### config.mk
export PLATFORM = sky130hd
export DESIGN_NAME = key_gesture_detector_top
export DESIGN_NICKNAME = d
export VERILOG_FILES = /design/src/hdl/kgd_pkg.sv /design/src/hdl/key_gesture_detector_top.sv /design/src/hdl/kgd_cfg.sv /design/src/hdl/kgd_core.sv
export SDC_FILE = /design/constraint.sdc
export NUM_CORES = 1
export LEC_CHECK = 0
export BUFFER_PORTS_ARGS = -buffer_cell sky130_fd_sc_hd__buf_4
export CAP_MARGIN = 20
export CELL_PAD_IN_SITES_DETAIL_PLACEMENT = 1
export CELL_PAD_IN_SITES_GLOBAL_PLACEMENT = 1
export CORE_MARGIN = 2
export CORE_UTILIZATION = 48
export CTS_CLUSTER_DIAMETER = 120
export DETAILED_ROUTE_END_ITERATION = 12
export GPL_TIMING_DRIVEN = 0
export PLACE_DENSITY = 0.9
export SLEW_MARGIN = 20
export SYNTH_ARGS = -nofsm -noshare
export SYNTH_HDL_FRONTEND = slang
export SYNTH_SLANG_ARGS = --single-unit
### constraint.sdc
create_clock -name clk -period 11.2 [get_ports clk]
set_clock_uncertainty 0.05 [all_clocks]
set_input_delay 0.56 -clock clk [delete_from_list [all_inputs] [get_ports clk]]
set_output_delay 0.56 -clock clk [all_outputs]
set_load 0.02 [all_outputs]
### src/hdl/kgd_pkg.sv
// ============================================================================
// kgd_pkg
// Shared types, codes and helpers for the key gesture detector.
// ============================================================================
package kgd_pkg;

  localparam int TIME_W   = 48;             // timestamp width
  localparam int LIM_W    = 16;             // threshold width
  localparam int ELAPSE_W = TIME_W + 1;     // exact signed elapsed time
  localparam int TOUT_W   = LIM_W + 1;      // signed timeout field
  localparam int IN_DATA_W  = 56;           // key_value + now_ms, byte padded
  localparam int OUT_DATA_W = 24;           // action + timeout_ms, byte padded

  localparam logic [LIM_W-1:0] LONG_PRESS_RESET   = 16'd1000;
  localparam logic [LIM_W-1:0] DOUBLE_WINDOW_RESET = 16'd350;

  typedef enum logic {
    OP_KEY   = 1'b0,
    OP_CHECK = 1'b1
  } op_t;

  typedef enum logic [1:0] {
    KEY_RELEASE = 2'd0,
    KEY_PRESS   = 2'd1,
    KEY_REPEAT  = 2'd2,
    KEY_OTHER   = 2'd3
  } key_t;

  typedef enum logic [1:0] {
    GEST_NONE   = 2'd0,
    GEST_CLICK  = 2'd1,
    GEST_LONG   = 2'd2,
    GEST_DOUBLE = 2'd3
  } action_t;

  typedef enum logic [1:0] {
    CFG_DBL_ENABLE       = 2'd0,
    CFG_LONG_PRESS_MS    = 2'd1,
    CFG_DOUBLE_WINDOW_MS = 2'd2,
    CFG_UNUSED           = 2'd3
  } cfg_index_t;

  typedef struct packed {
    logic             dbl_enable;
    logic [LIM_W-1:0] long_press_ms;
    logic [LIM_W-1:0] double_window_ms;
  } cfg_t;

  typedef struct packed {
    op_t               op;
    key_t              key_value;
    logic [TIME_W-1:0] now_ms;
  } item_t;

  typedef struct packed {
    action_t                  action;
    logic signed [TOUT_W-1:0] timeout_ms;
  } result_t;

  // Time left until a limit, clamped to 0..65535.
  function automatic logic [LIM_W-1:0] remaining(input logic signed [ELAPSE_W-1:0] el,
                                                 input logic [LIM_W-1:0] limit);
    logic signed [ELAPSE_W:0] diff;
    diff = $signed({{(ELAPSE_W+1-LIM_W){1'b0}}, limit}) - {el[ELAPSE_W-1], el};
    if (diff < 0) begin
      remaining = '0;
    end else if (diff > $signed({{(ELAPSE_W+1-LIM_W){1'b0}}, {LIM_W{1'b1}}})) begin
      remaining = '1;
    end else begin
      remaining = diff[LIM_W-1:0];
    end
  endfunction

endpackage

### src/hdl/key_gesture_detector_top.sv
// ============================================================================
// key_gesture_detector_top
// One-key gesture classifier: click, long press and double click.
// ============================================================================
// Each input transaction is a key event (press, release, autorepeat) or a
// time check, stamped with a 48-bit millisecond time. Every input transaction
// yields exactly one output transaction: an action code and the milliseconds
// until the host should send the next time check (-1 when nothing is
// pending). A time check reports at most one due action; the host repeats it
// until the action comes back as none.
// Throughput is one transaction per clock while the output is not stalled.
// The item is captured in an input register, classified against the gesture
// state (state updates in that same cycle), and the result lands in an
// output register. The only work per item is two 49-bit elapsed-time
// subtracts, their compares and a clamp, so consecutive items need no gaps.
// Back pressure on the output stalls the input register in place; the input takes a
// new transaction whenever it is empty or the output register is free or draining.
// Configuration writes are always accepted (cfg_ready is tied high) and
// should be issued only while no transaction is in flight.
// ============================================================================
module key_gesture_detector_top import kgd_pkg::*; (
  input  logic                  clk,
  input  logic                  rst,
  // input stream
  input  logic                  s_axis_tvalid,
  output logic                  s_axis_tready,
  input  logic [IN_DATA_W-1:0]  s_axis_tdata,   // [1:0] key_value, [49:2] now_ms, rest 0
  input  logic                  s_axis_tuser,   // [0] op
  // output stream
  output logic                  m_axis_tvalid,
  input  logic                  m_axis_tready,
  output logic [OUT_DATA_W-1:0] m_axis_tdata,   // [1:0] action, [18:2] timeout_ms, rest 0
  // configuration write channel
  input  logic                  cfg_valid,
  output logic                  cfg_ready,
  input  logic [1:0]            cfg_index,
  input  logic [LIM_W-1:0]      cfg_data
);

  cfg_t    cfg;
  item_t   in_item;
  logic    in_valid;
  result_t res, out_res;
  logic    out_valid;
  logic    out_load;   // output register can take a result this cycle
  logic    commit;     // item in the input register is classified now

  assign cfg_ready = 1'b1;

  kgd_cfg u_cfg (
    .clk      (clk),
    .rst      (rst),
    .wr_en    (cfg_valid & cfg_ready),
    .wr_index (cfg_index),
    .wr_data  (cfg_data),
    .cfg      (cfg)
  );

  assign out_load      = !out_valid || m_axis_tready;
  assign commit        = in_valid && out_load;
  assign s_axis_tready = !in_valid || out_load;

  // Input register
  always_ff @(posedge clk) begin
    if (rst) begin
      in_valid <= 1'b0;
    end else if (s_axis_tready) begin
      in_valid <= s_axis_tvalid;
    end
  end

  always_ff @(posedge clk) begin
    if (s_axis_tvalid && s_axis_tready) begin
      in_item.op        <= op_t'(s_axis_tuser);
      in_item.key_value <= key_t'(s_axis_tdata[1:0]);
      in_item.now_ms    <= s_axis_tdata[TIME_W+1:2];
    end
  end

  kgd_core u_core (
    .clk    (clk),
    .rst    (rst),
    .commit (commit),
    .item   (in_item),
    .cfg    (cfg),
    .res    (res)
  );

  // Output register
  always_ff @(posedge clk) begin
    if (rst) begin
      out_valid <= 1'b0;
    end else if (out_load) begin
      out_valid <= in_valid;
    end
  end

  always_ff @(posedge clk) begin
    if (commit) begin
      out_res <= res;
    end
  end

  assign m_axis_tvalid = out_valid;
  assign m_axis_tdata  = {{(OUT_DATA_W-2-TOUT_W){1'b0}}, out_res.timeout_ms, out_res.action};

endmodule

### src/hdl/kgd_cfg.sv
// ============================================================================
// kgd_cfg
// Configuration register file written through the config channel.
// ============================================================================
module kgd_cfg import kgd_pkg::*; (
  input  logic                clk,
  input  logic                rst,
  input  logic                wr_en,
  input  logic [1:0]          wr_index,
  input  logic [LIM_W-1:0]    wr_data,
  output cfg_t                cfg
);

  always_ff @(posedge clk) begin
    if (rst) begin
      cfg.dbl_enable       <= 1'b0;
      cfg.long_press_ms    <= LONG_PRESS_RESET;
      cfg.double_window_ms <= DOUBLE_WINDOW_RESET;
    end else if (wr_en) begin
      case (cfg_index_t'(wr_index))
        CFG_DBL_ENABLE:       cfg.dbl_enable       <= wr_data[0];
        CFG_LONG_PRESS_MS:    cfg.long_press_ms    <= wr_data;
        CFG_DOUBLE_WINDOW_MS: cfg.double_window_ms <= wr_data;
        default: ;  // unmapped index, write dropped
      endcase
    end
  end

endmodule

### src/hdl/kgd_core.sv
// ============================================================================
// kgd_core
// Gesture state registers and the per-item classification logic.
// ============================================================================
module kgd_core import kgd_pkg::*; (
  input  logic    clk,
  input  logic    rst,
  input  logic    commit,
  input  item_t   item,
  input  cfg_t    cfg,
  output result_t res
);

  logic              key_down, key_down_next;
  logic              long_reported, long_reported_next;
  logic              click_pending, click_pending_next;
  logic [TIME_W-1:0] press_time, press_time_next;
  logic [TIME_W-1:0] first_release_time, first_release_time_next;

  logic signed [ELAPSE_W-1:0] el_press, el_release;
  logic signed [ELAPSE_W-1:0] long_lim, win_lim;
  logic                       long_due, window_due, in_window;
  logic [LIM_W-1:0]           rem_press, rem_release, rem_c, rem_l;
  logic                       press_set, release_set;
  action_t                    act;

  // Elapsed times against the old state, exact and signed.
  assign el_press   = $signed({1'b0, item.now_ms}) - $signed({1'b0, press_time});
  assign el_release = $signed({1'b0, item.now_ms}) - $signed({1'b0, first_release_time});
  assign long_lim   = $signed({{(ELAPSE_W-LIM_W){1'b0}}, cfg.long_press_ms});
  assign win_lim    = $signed({{(ELAPSE_W-LIM_W){1'b0}}, cfg.double_window_ms});

  assign long_due   = el_press >= long_lim;
  assign window_due = el_release >= win_lim;
  assign in_window  = (el_release >= 0) && (el_release <= win_lim);

  assign rem_press   = remaining(el_press, cfg.long_press_ms);
  assign rem_release = remaining(el_release, cfg.double_window_ms);

  always_comb begin
    key_down_next           = key_down;
    long_reported_next      = long_reported;
    click_pending_next      = click_pending;
    press_time_next         = press_time;
    first_release_time_next = first_release_time;
    press_set               = 1'b0;
    release_set             = 1'b0;
    act                     = GEST_NONE;

    if (item.op == OP_CHECK) begin
      if (click_pending && window_due) begin
        click_pending_next = 1'b0;
        act                = GEST_CLICK;
      end else if (key_down && !long_reported && long_due) begin
        long_reported_next = 1'b1;
        act                = GEST_LONG;
      end
    end else begin
      case (item.key_value)
        KEY_PRESS: begin
          if (!key_down) begin
            key_down_next      = 1'b1;
            long_reported_next = 1'b0;
            press_time_next    = item.now_ms;
            press_set          = 1'b1;
          end
        end
        KEY_RELEASE: begin
          if (key_down) begin
            key_down_next = 1'b0;
            if (!long_reported && long_due) begin
              long_reported_next = 1'b1;
              act                = GEST_LONG;
            end else if (long_reported) begin
              act = GEST_NONE;
            end else if (!cfg.dbl_enable) begin
              click_pending_next = 1'b0;
              act                = GEST_CLICK;
            end else if (click_pending && in_window) begin
              click_pending_next = 1'b0;
              act                = GEST_DOUBLE;
            end else begin
              first_release_time_next = item.now_ms;
              release_set             = 1'b1;
              if (click_pending) begin
                act = GEST_CLICK;
              end else begin
                click_pending_next = 1'b1;
              end
            end
          end
        end
        default: ;  // autorepeat and unused codes are ignored
      endcase
    end
  end

  // A time just stored equals now, so its remaining time is the full limit.
  assign rem_c = release_set ? cfg.double_window_ms : rem_release;
  assign rem_l = press_set   ? cfg.long_press_ms    : rem_press;

  always_comb begin
    res.action = act;
    if (click_pending_next && key_down_next && !long_reported_next) begin
      res.timeout_ms = $signed({1'b0, (rem_l < rem_c) ? rem_l : rem_c});
    end else if (click_pending_next) begin
      res.timeout_ms = $signed({1'b0, rem_c});
    end else if (key_down_next && !long_reported_next) begin
      res.timeout_ms = $signed({1'b0, rem_l});
    end else begin
      res.timeout_ms = '1;
    end
  end

  always_ff @(posedge clk) begin
    if (rst) begin
      key_down      <= 1'b0;
      long_reported <= 1'b0;
      click_pending <= 1'b0;
    end else if (commit) begin
      key_down      <= key_down_next;
      long_reported <= long_reported_next;
      click_pending <= click_pending_next;
    end
  end

  always_ff @(posedge clk) begin
    if (commit) begin
      press_time         <= press_time_next;
      first_release_time <= first_release_time_next;
    end
  end

endmodule

# Word-level counts from Yosys, hierarchy flattened
# Cells that the tools add are included.
# word_totals
ff_bits	204
input_bits	80
out_inout_bits	27
wordCells	107
# op_classes
add_sub_neg	4
order_cmp	9
n_eq_ne	3
mux	45
bitwise	5
n_reduce_logical	25
# ops
op	n
$mux 16	9
$gt 50x17->1 const B	2
$lt 50x1->1 const B	2
$sub 17x49->50	2
$ge 49x17->1	2
$sub 48x48->49	2
$ge 49x1->1 const B	1
$le 49x17->1	1
$mux 1	24
$mux 2	9
$mux 17	1
$lt 16x16->1	1
$logic_and 1x1->1	11
$reduce_and 8->1	1
$reduce_and 2->1	3
$not 1->1	5
$eq 2x1->1 const B	2
$logic_not 1->1	4
$logic_not 2->1	2
$pmux 1 s2	2
$reduce_and 4->1	1
$eq 2x2->1 const B	1
$logic_or 1x1->1	2
$reduce_or 2->1	1

# Logic depth before layout (Yosys ltp)
# depth
ltp_word	15
ltp_mapped	42
depth_no_buf	38

# By module
# A second synthesis with hierarchy kept.
# hier_totals
cells_unflattened	2131
hier_area_um2	18323.8
# by_module_without_submodules
mod	instances	cells_each	area_each_um2	seq_area_each_um2
kgd_core	1	1909	14694.1	2942.8
key_gesture_detector_top	1	88	2258.4	2142.1
kgd_cfg	1	134	1371.3	660.6

# Least setup slack after synthesis
# No wires, ideal clock.
# synth_path
path_type	register to register
from	reg in_item[1] (netlist name)
to	reg out_res (netlist bit m_axis_tdata[10]), data pin
setup_time_ns	0.158
arrival_ns	8.163
required_ns	10.992
path_slack_ns	2.830
stages_incl_launch_ff	40
path_buffers	4
period_less_slack_ns	8.370
cell_sequence	edfxtp_1 -> ha_1 -> nor2b_1 -> o2111a_1 -> or2_2 -> and2_1 -> a221oi_1 -> xor2_1 -> ha_1 -> inv_1 -> nor2_1 -> nand3_1 -> nor3_1 -> nor4b_1 -> or3_1 -> clkbuf_1 -> or4b_1 -> nor2_1 -> [... 4 more ...] -> buf_2 -> o221ai_1 -> ha_1 -> a21oi_1 -> nor2b_1 -> o21ai_0 -> nand2b_1 -> a21oi_1 -> nor2b_1 -> o21ai_0 -> nand2b_1 -> a21oi_1 -> nand3_1 -> a311o_1 -> or3_1 -> buf_6 -> buf_6 -> a32oi_2
# synth_lines
element	line_no	text
start, declared	key_gesture_detector_top.sv:41	item_t in_item;
end signal, assigned	key_gesture_detector_top.sv:100	out_res <= res;
end, declared	key_gesture_detector_top.sv:43	result_t res, out_res;

==> results.json <==
{
  "io_pins": 107,
  "worstPathArrival_ns": 10.61,
  "ir_drop_mv": 0.1395,
  "yosysUniqueCellTypes": 99,
  "status": "finished clean",
  "seqPwrFrac": 0.363,
  "synthXorXnorAreaFrac": 0.04373,
  "critPathRequiredTime_ns": 11.39,
  "drt_iter0_drc": 1436,
  "reg2reg_from": "in_item[1]$_DFFE_PP_",
  "synth-seq-cells": 204,
  "antenna_cells": 0,
  "fin_util": 0.5476,
  "yosys_warnings": 0,
  "io_buffer_count": 93,
  "fmax_ghz": 0.09603,
  "reg2regPathDepth": 36,
  "worst_setup_path_start_kind": "flop",
  "dp.final_hpwl_um": 58900,
  "insertion_delay_ns": 0.54,
  "drtAntennaViolNets": 0,
  "antenna_found_initial": 0,
  "synth_top_area_share": 0.2648,
  "switching_power_uw": 800.9,
  "r2r_slack_ns": 0.79,
  "syn-cell-area_um2": 18830,
  "grt_usage": 0.3535,
  "avgRoutedWirePerCell_um": 24.91,
  "drive_gt1_frac": 0.09707,
  "synth_top_cell_by_area": "edfxtp_1",
  "cpMaxStageDelayCell": "or4b_1",
  "hp-class": "input port to flop",
  "seq_area_um2": 5746,
  "dpl_cell_area_um2": 20260,
  "htreeDepth": 1,
  "grt-busiest-layer": "met2",
  "muxShareOfSynthArea": 0.006579,
  "cellPowerDensity_nw_per_um2": 113.6,
  "multi_input_area_um2": 12100,
  "routed_via_density": 6.576,
  "yosys-top-cells-area": "edfxtp_1, ha_1, a21oi_1",
  "cts.clk_slew.worst_paths_ns": 0.07,
  "wl_um": 73200,
  "p_clk_frac": 0.363,
  "drt_first_pass_iters": 6,
  "die_w_um": 202.1,
  "syn_avg_cell_area_um2": 8.272,
  "die_y_um": 202.1,
  "grt_pass1_vias": 19585,
  "fillers": 4648,
  "place_congestion": 0.9944,
  "cp-endpoint": "m_axis_tdata[13]$_DFFE_PP_",
  "grt_first_pass_wirelength_um": 113000,
  "switching_share": 0.3332,
  "leakagePower_nw": 8.209,
  "fin_area_um2": 21160,
  "final_nets": 2630,
  "cts_buffer_depth": 3,
  "clkSinkCount": 204,
  "row_count": 72,
  "synth_edf_count": 166,
  "drcViolationCount": 0,
  "start_util": 0.4872,
  "slew_viol_final": 0,
  "combPwrFrac": 0.274,
  "final_common_cell": "nand2_1",
  "cts_tree": "done",
  "r2r-end": "m_axis_tdata[13]$_DFFE_PP_",
  "met1_usage": 0.4331,
  "worst_pin_slew_ns": 1.083,
  "worstSetupStartpoint": "in_item[1]$_DFFE_PP_",
  "fin_setup_tns_ns": 0,
  "crit_path_end_kind": "flop",
  "grt_max_degree": 52,
  "rsz0062_at_grt": "false",
  "final_cell_mix": "nand2_1, a21oi_1, nor2_1",
  "die-area_um2": 40830,
  "synth_fa_ha_area_frac": 0.09928,
  "crit_fanout": 10,
  "grt.overflow.total": 0,
  "syn_inst": 2276,
  "cts_made_buffers": 24,
  "final-setup-viol-count": 0,
  "root_buffer": "clkbuf_16",
  "grt_util_met2": 0.6301,
  "vias": 19326,
  "synth_compound_area_frac": 0.2625,
  "async_reset_ff_frac": 0,
  "finalCritPeriodShare": 0.9298,
  "final_hold_viol_count": 0,
  "fin_crit_ns": 10.41,
  "p_int_mw": 1.603,
  "ys_seq_area_frac": 0.3052,
  "synthFlopType": "edfxtp_1",
  "synth_top_family_by_area": "compound AO/OA/AOI/OAI gates",
  "core-area_um2": 38650,
  "yosys.area_share.simple": 0.2272,
  "use_met3": 0.04418,
  "slew_headroom": 0.2739,
  "drv_cap": 0,
  "area_growth_pct": 12.40,
  "path_class": "flop to flop",
  "slowest_delay_ns": 0.66
}
[Yosys cell counts, types with 10 or more instances]
library cell    n
or3_1          30
o221ai_1       17
nand3_1        58
nor3_1         65
o211ai_1       26
and3_1         18
a221oi_1       12
o21bai_1       20
o21ai_0        96
nand2_1       237
nor4_1         26
a32oi_1        13
buf_2          23
o21ai_1        22
a32oi_2        10
a31oi_1        29
a21o_1         59
o31ai_1        15
a211o_1        11
o21a_1         26
ha_1          143
inv_1         154
or4_1          13
xor2_1         35
or2_2          10
edfxtp_1      166
xnor2_1        59
a211oi_1       27
nor2_1        172
clkbuf_1       74
a21oi_1       218
and2_1         24
nand3b_1       18
o211a_1        11
nand4_1        71
nand2b_1       24
dfxtp_1        38
nor2b_1        13
and4_1         16
[registers in the layout, indices dropped and copies added (netlist names)]
signal                     flops
m_axis_tdata                  19
u_core.long_reported           1
in_item                       51
m_axis_tvalid                  1
u_core.press_time             48
u_core.first_release_time     48
u_core.key_down                1
u_cfg.cfg                     33
in_valid                       1
u_core.click_pending           1
[area by class of cell]
cell class / count / share of cell area
buffer: 105 / 0.02176
clock buffer: 27 / 0.02992
clock inverter: 17 / 0.01106
inverter: 154 / 0.02731
multi-input combinational: 1817 / 0.5718
sequential: 204 / 0.2715
tap: 518 / 0.03063
timing repair buffer: 97 / 0.03606
[critical path: cells and delay by family, from the launching register on]
kind	cells	cell delay, ns
and+or+nand+nor	18	3.96
AOI/OAI and AO/OA	11	3.39
adders and majority gates	3	1.10
buffers and inverters	3	0.87
DFF	1	0.49
xor gates and xnor gates	1	0.24
[how the worst min path moves through the flow]
stage,from,end,slack [ns],cells after the start
floorplan,in_item[0]$_DFFE_PP_,u_core.first_release_time[0]$_DFFE_PP_,0.40,0
global placement,in_item[0]$_DFFE_PP_,u_core.first_release_time[0]$_DFFE_PP_,0.42,0
detailed placement,in_item[0]$_DFFE_PP_,u_core.press_time[0]$_DFFE_PP_,0.43,0
CTS,s_axis_tdata[11],in_item[9]$_DFFE_PP_,0.12,1
global route,s_axis_tdata[10],in_item[8]$_DFFE_PP_,0.14,1
finish,s_axis_tdata[11],in_item[9]$_DFFE_PP_,0.14,1
[timing repair]
item                                    4_1_cts  5_1_grt
setup buffers                                 0        1
endpoints found under the setup margin        0       10
resized for setup                             0        2
hold buffers                                  0        0
[stage by stage]
step	cells	setup slack, ns	hold slack (ns)	total power [mW]
CTS	2938	0.8139	0.1240	2.398
detailed placement	2894	0.8373	0.4271	1.525
finish	2939	0.7867	0.1389	2.404
global route	2939	0.1122	0.1378	2.494
global placement	2891	1.120	0.4229	1.497
floorplan	2280	2.830	0.3950	1.315
[layer usage]
metal,share of wire,vias up
li1,-,8860
met1,0.41,9628
met2,0.49,681
met3,0.060,157
met4,0.043,0
met5,0,-
[power groups by stage]
stage	registers (mW)	clock network [mW]	logic [mW]
floorplan	0.875	0	0.440
global placement	0.887	0	0.610
detailed placement	0.889	0	0.636
CTS	0.873	0.882	0.643
global route	0.874	0.904	0.716
finish	0.873	0.873	0.658
[kinds of logic after synthesis]
| family | Yosys count |
|---|---|
| AO/OA/AOI/OAI | 722 |
| adder cells (fa/ha/maj) | 147 |
| buffers and inverters | 259 |
| other | 2 |
| flip-flops | 204 |
| AND/OR/NAND/NOR | 836 |
| multiplexers | 12 |
| XOR/XNOR | 94 |
No activity file was read; power rests on OpenSTA's default activity.
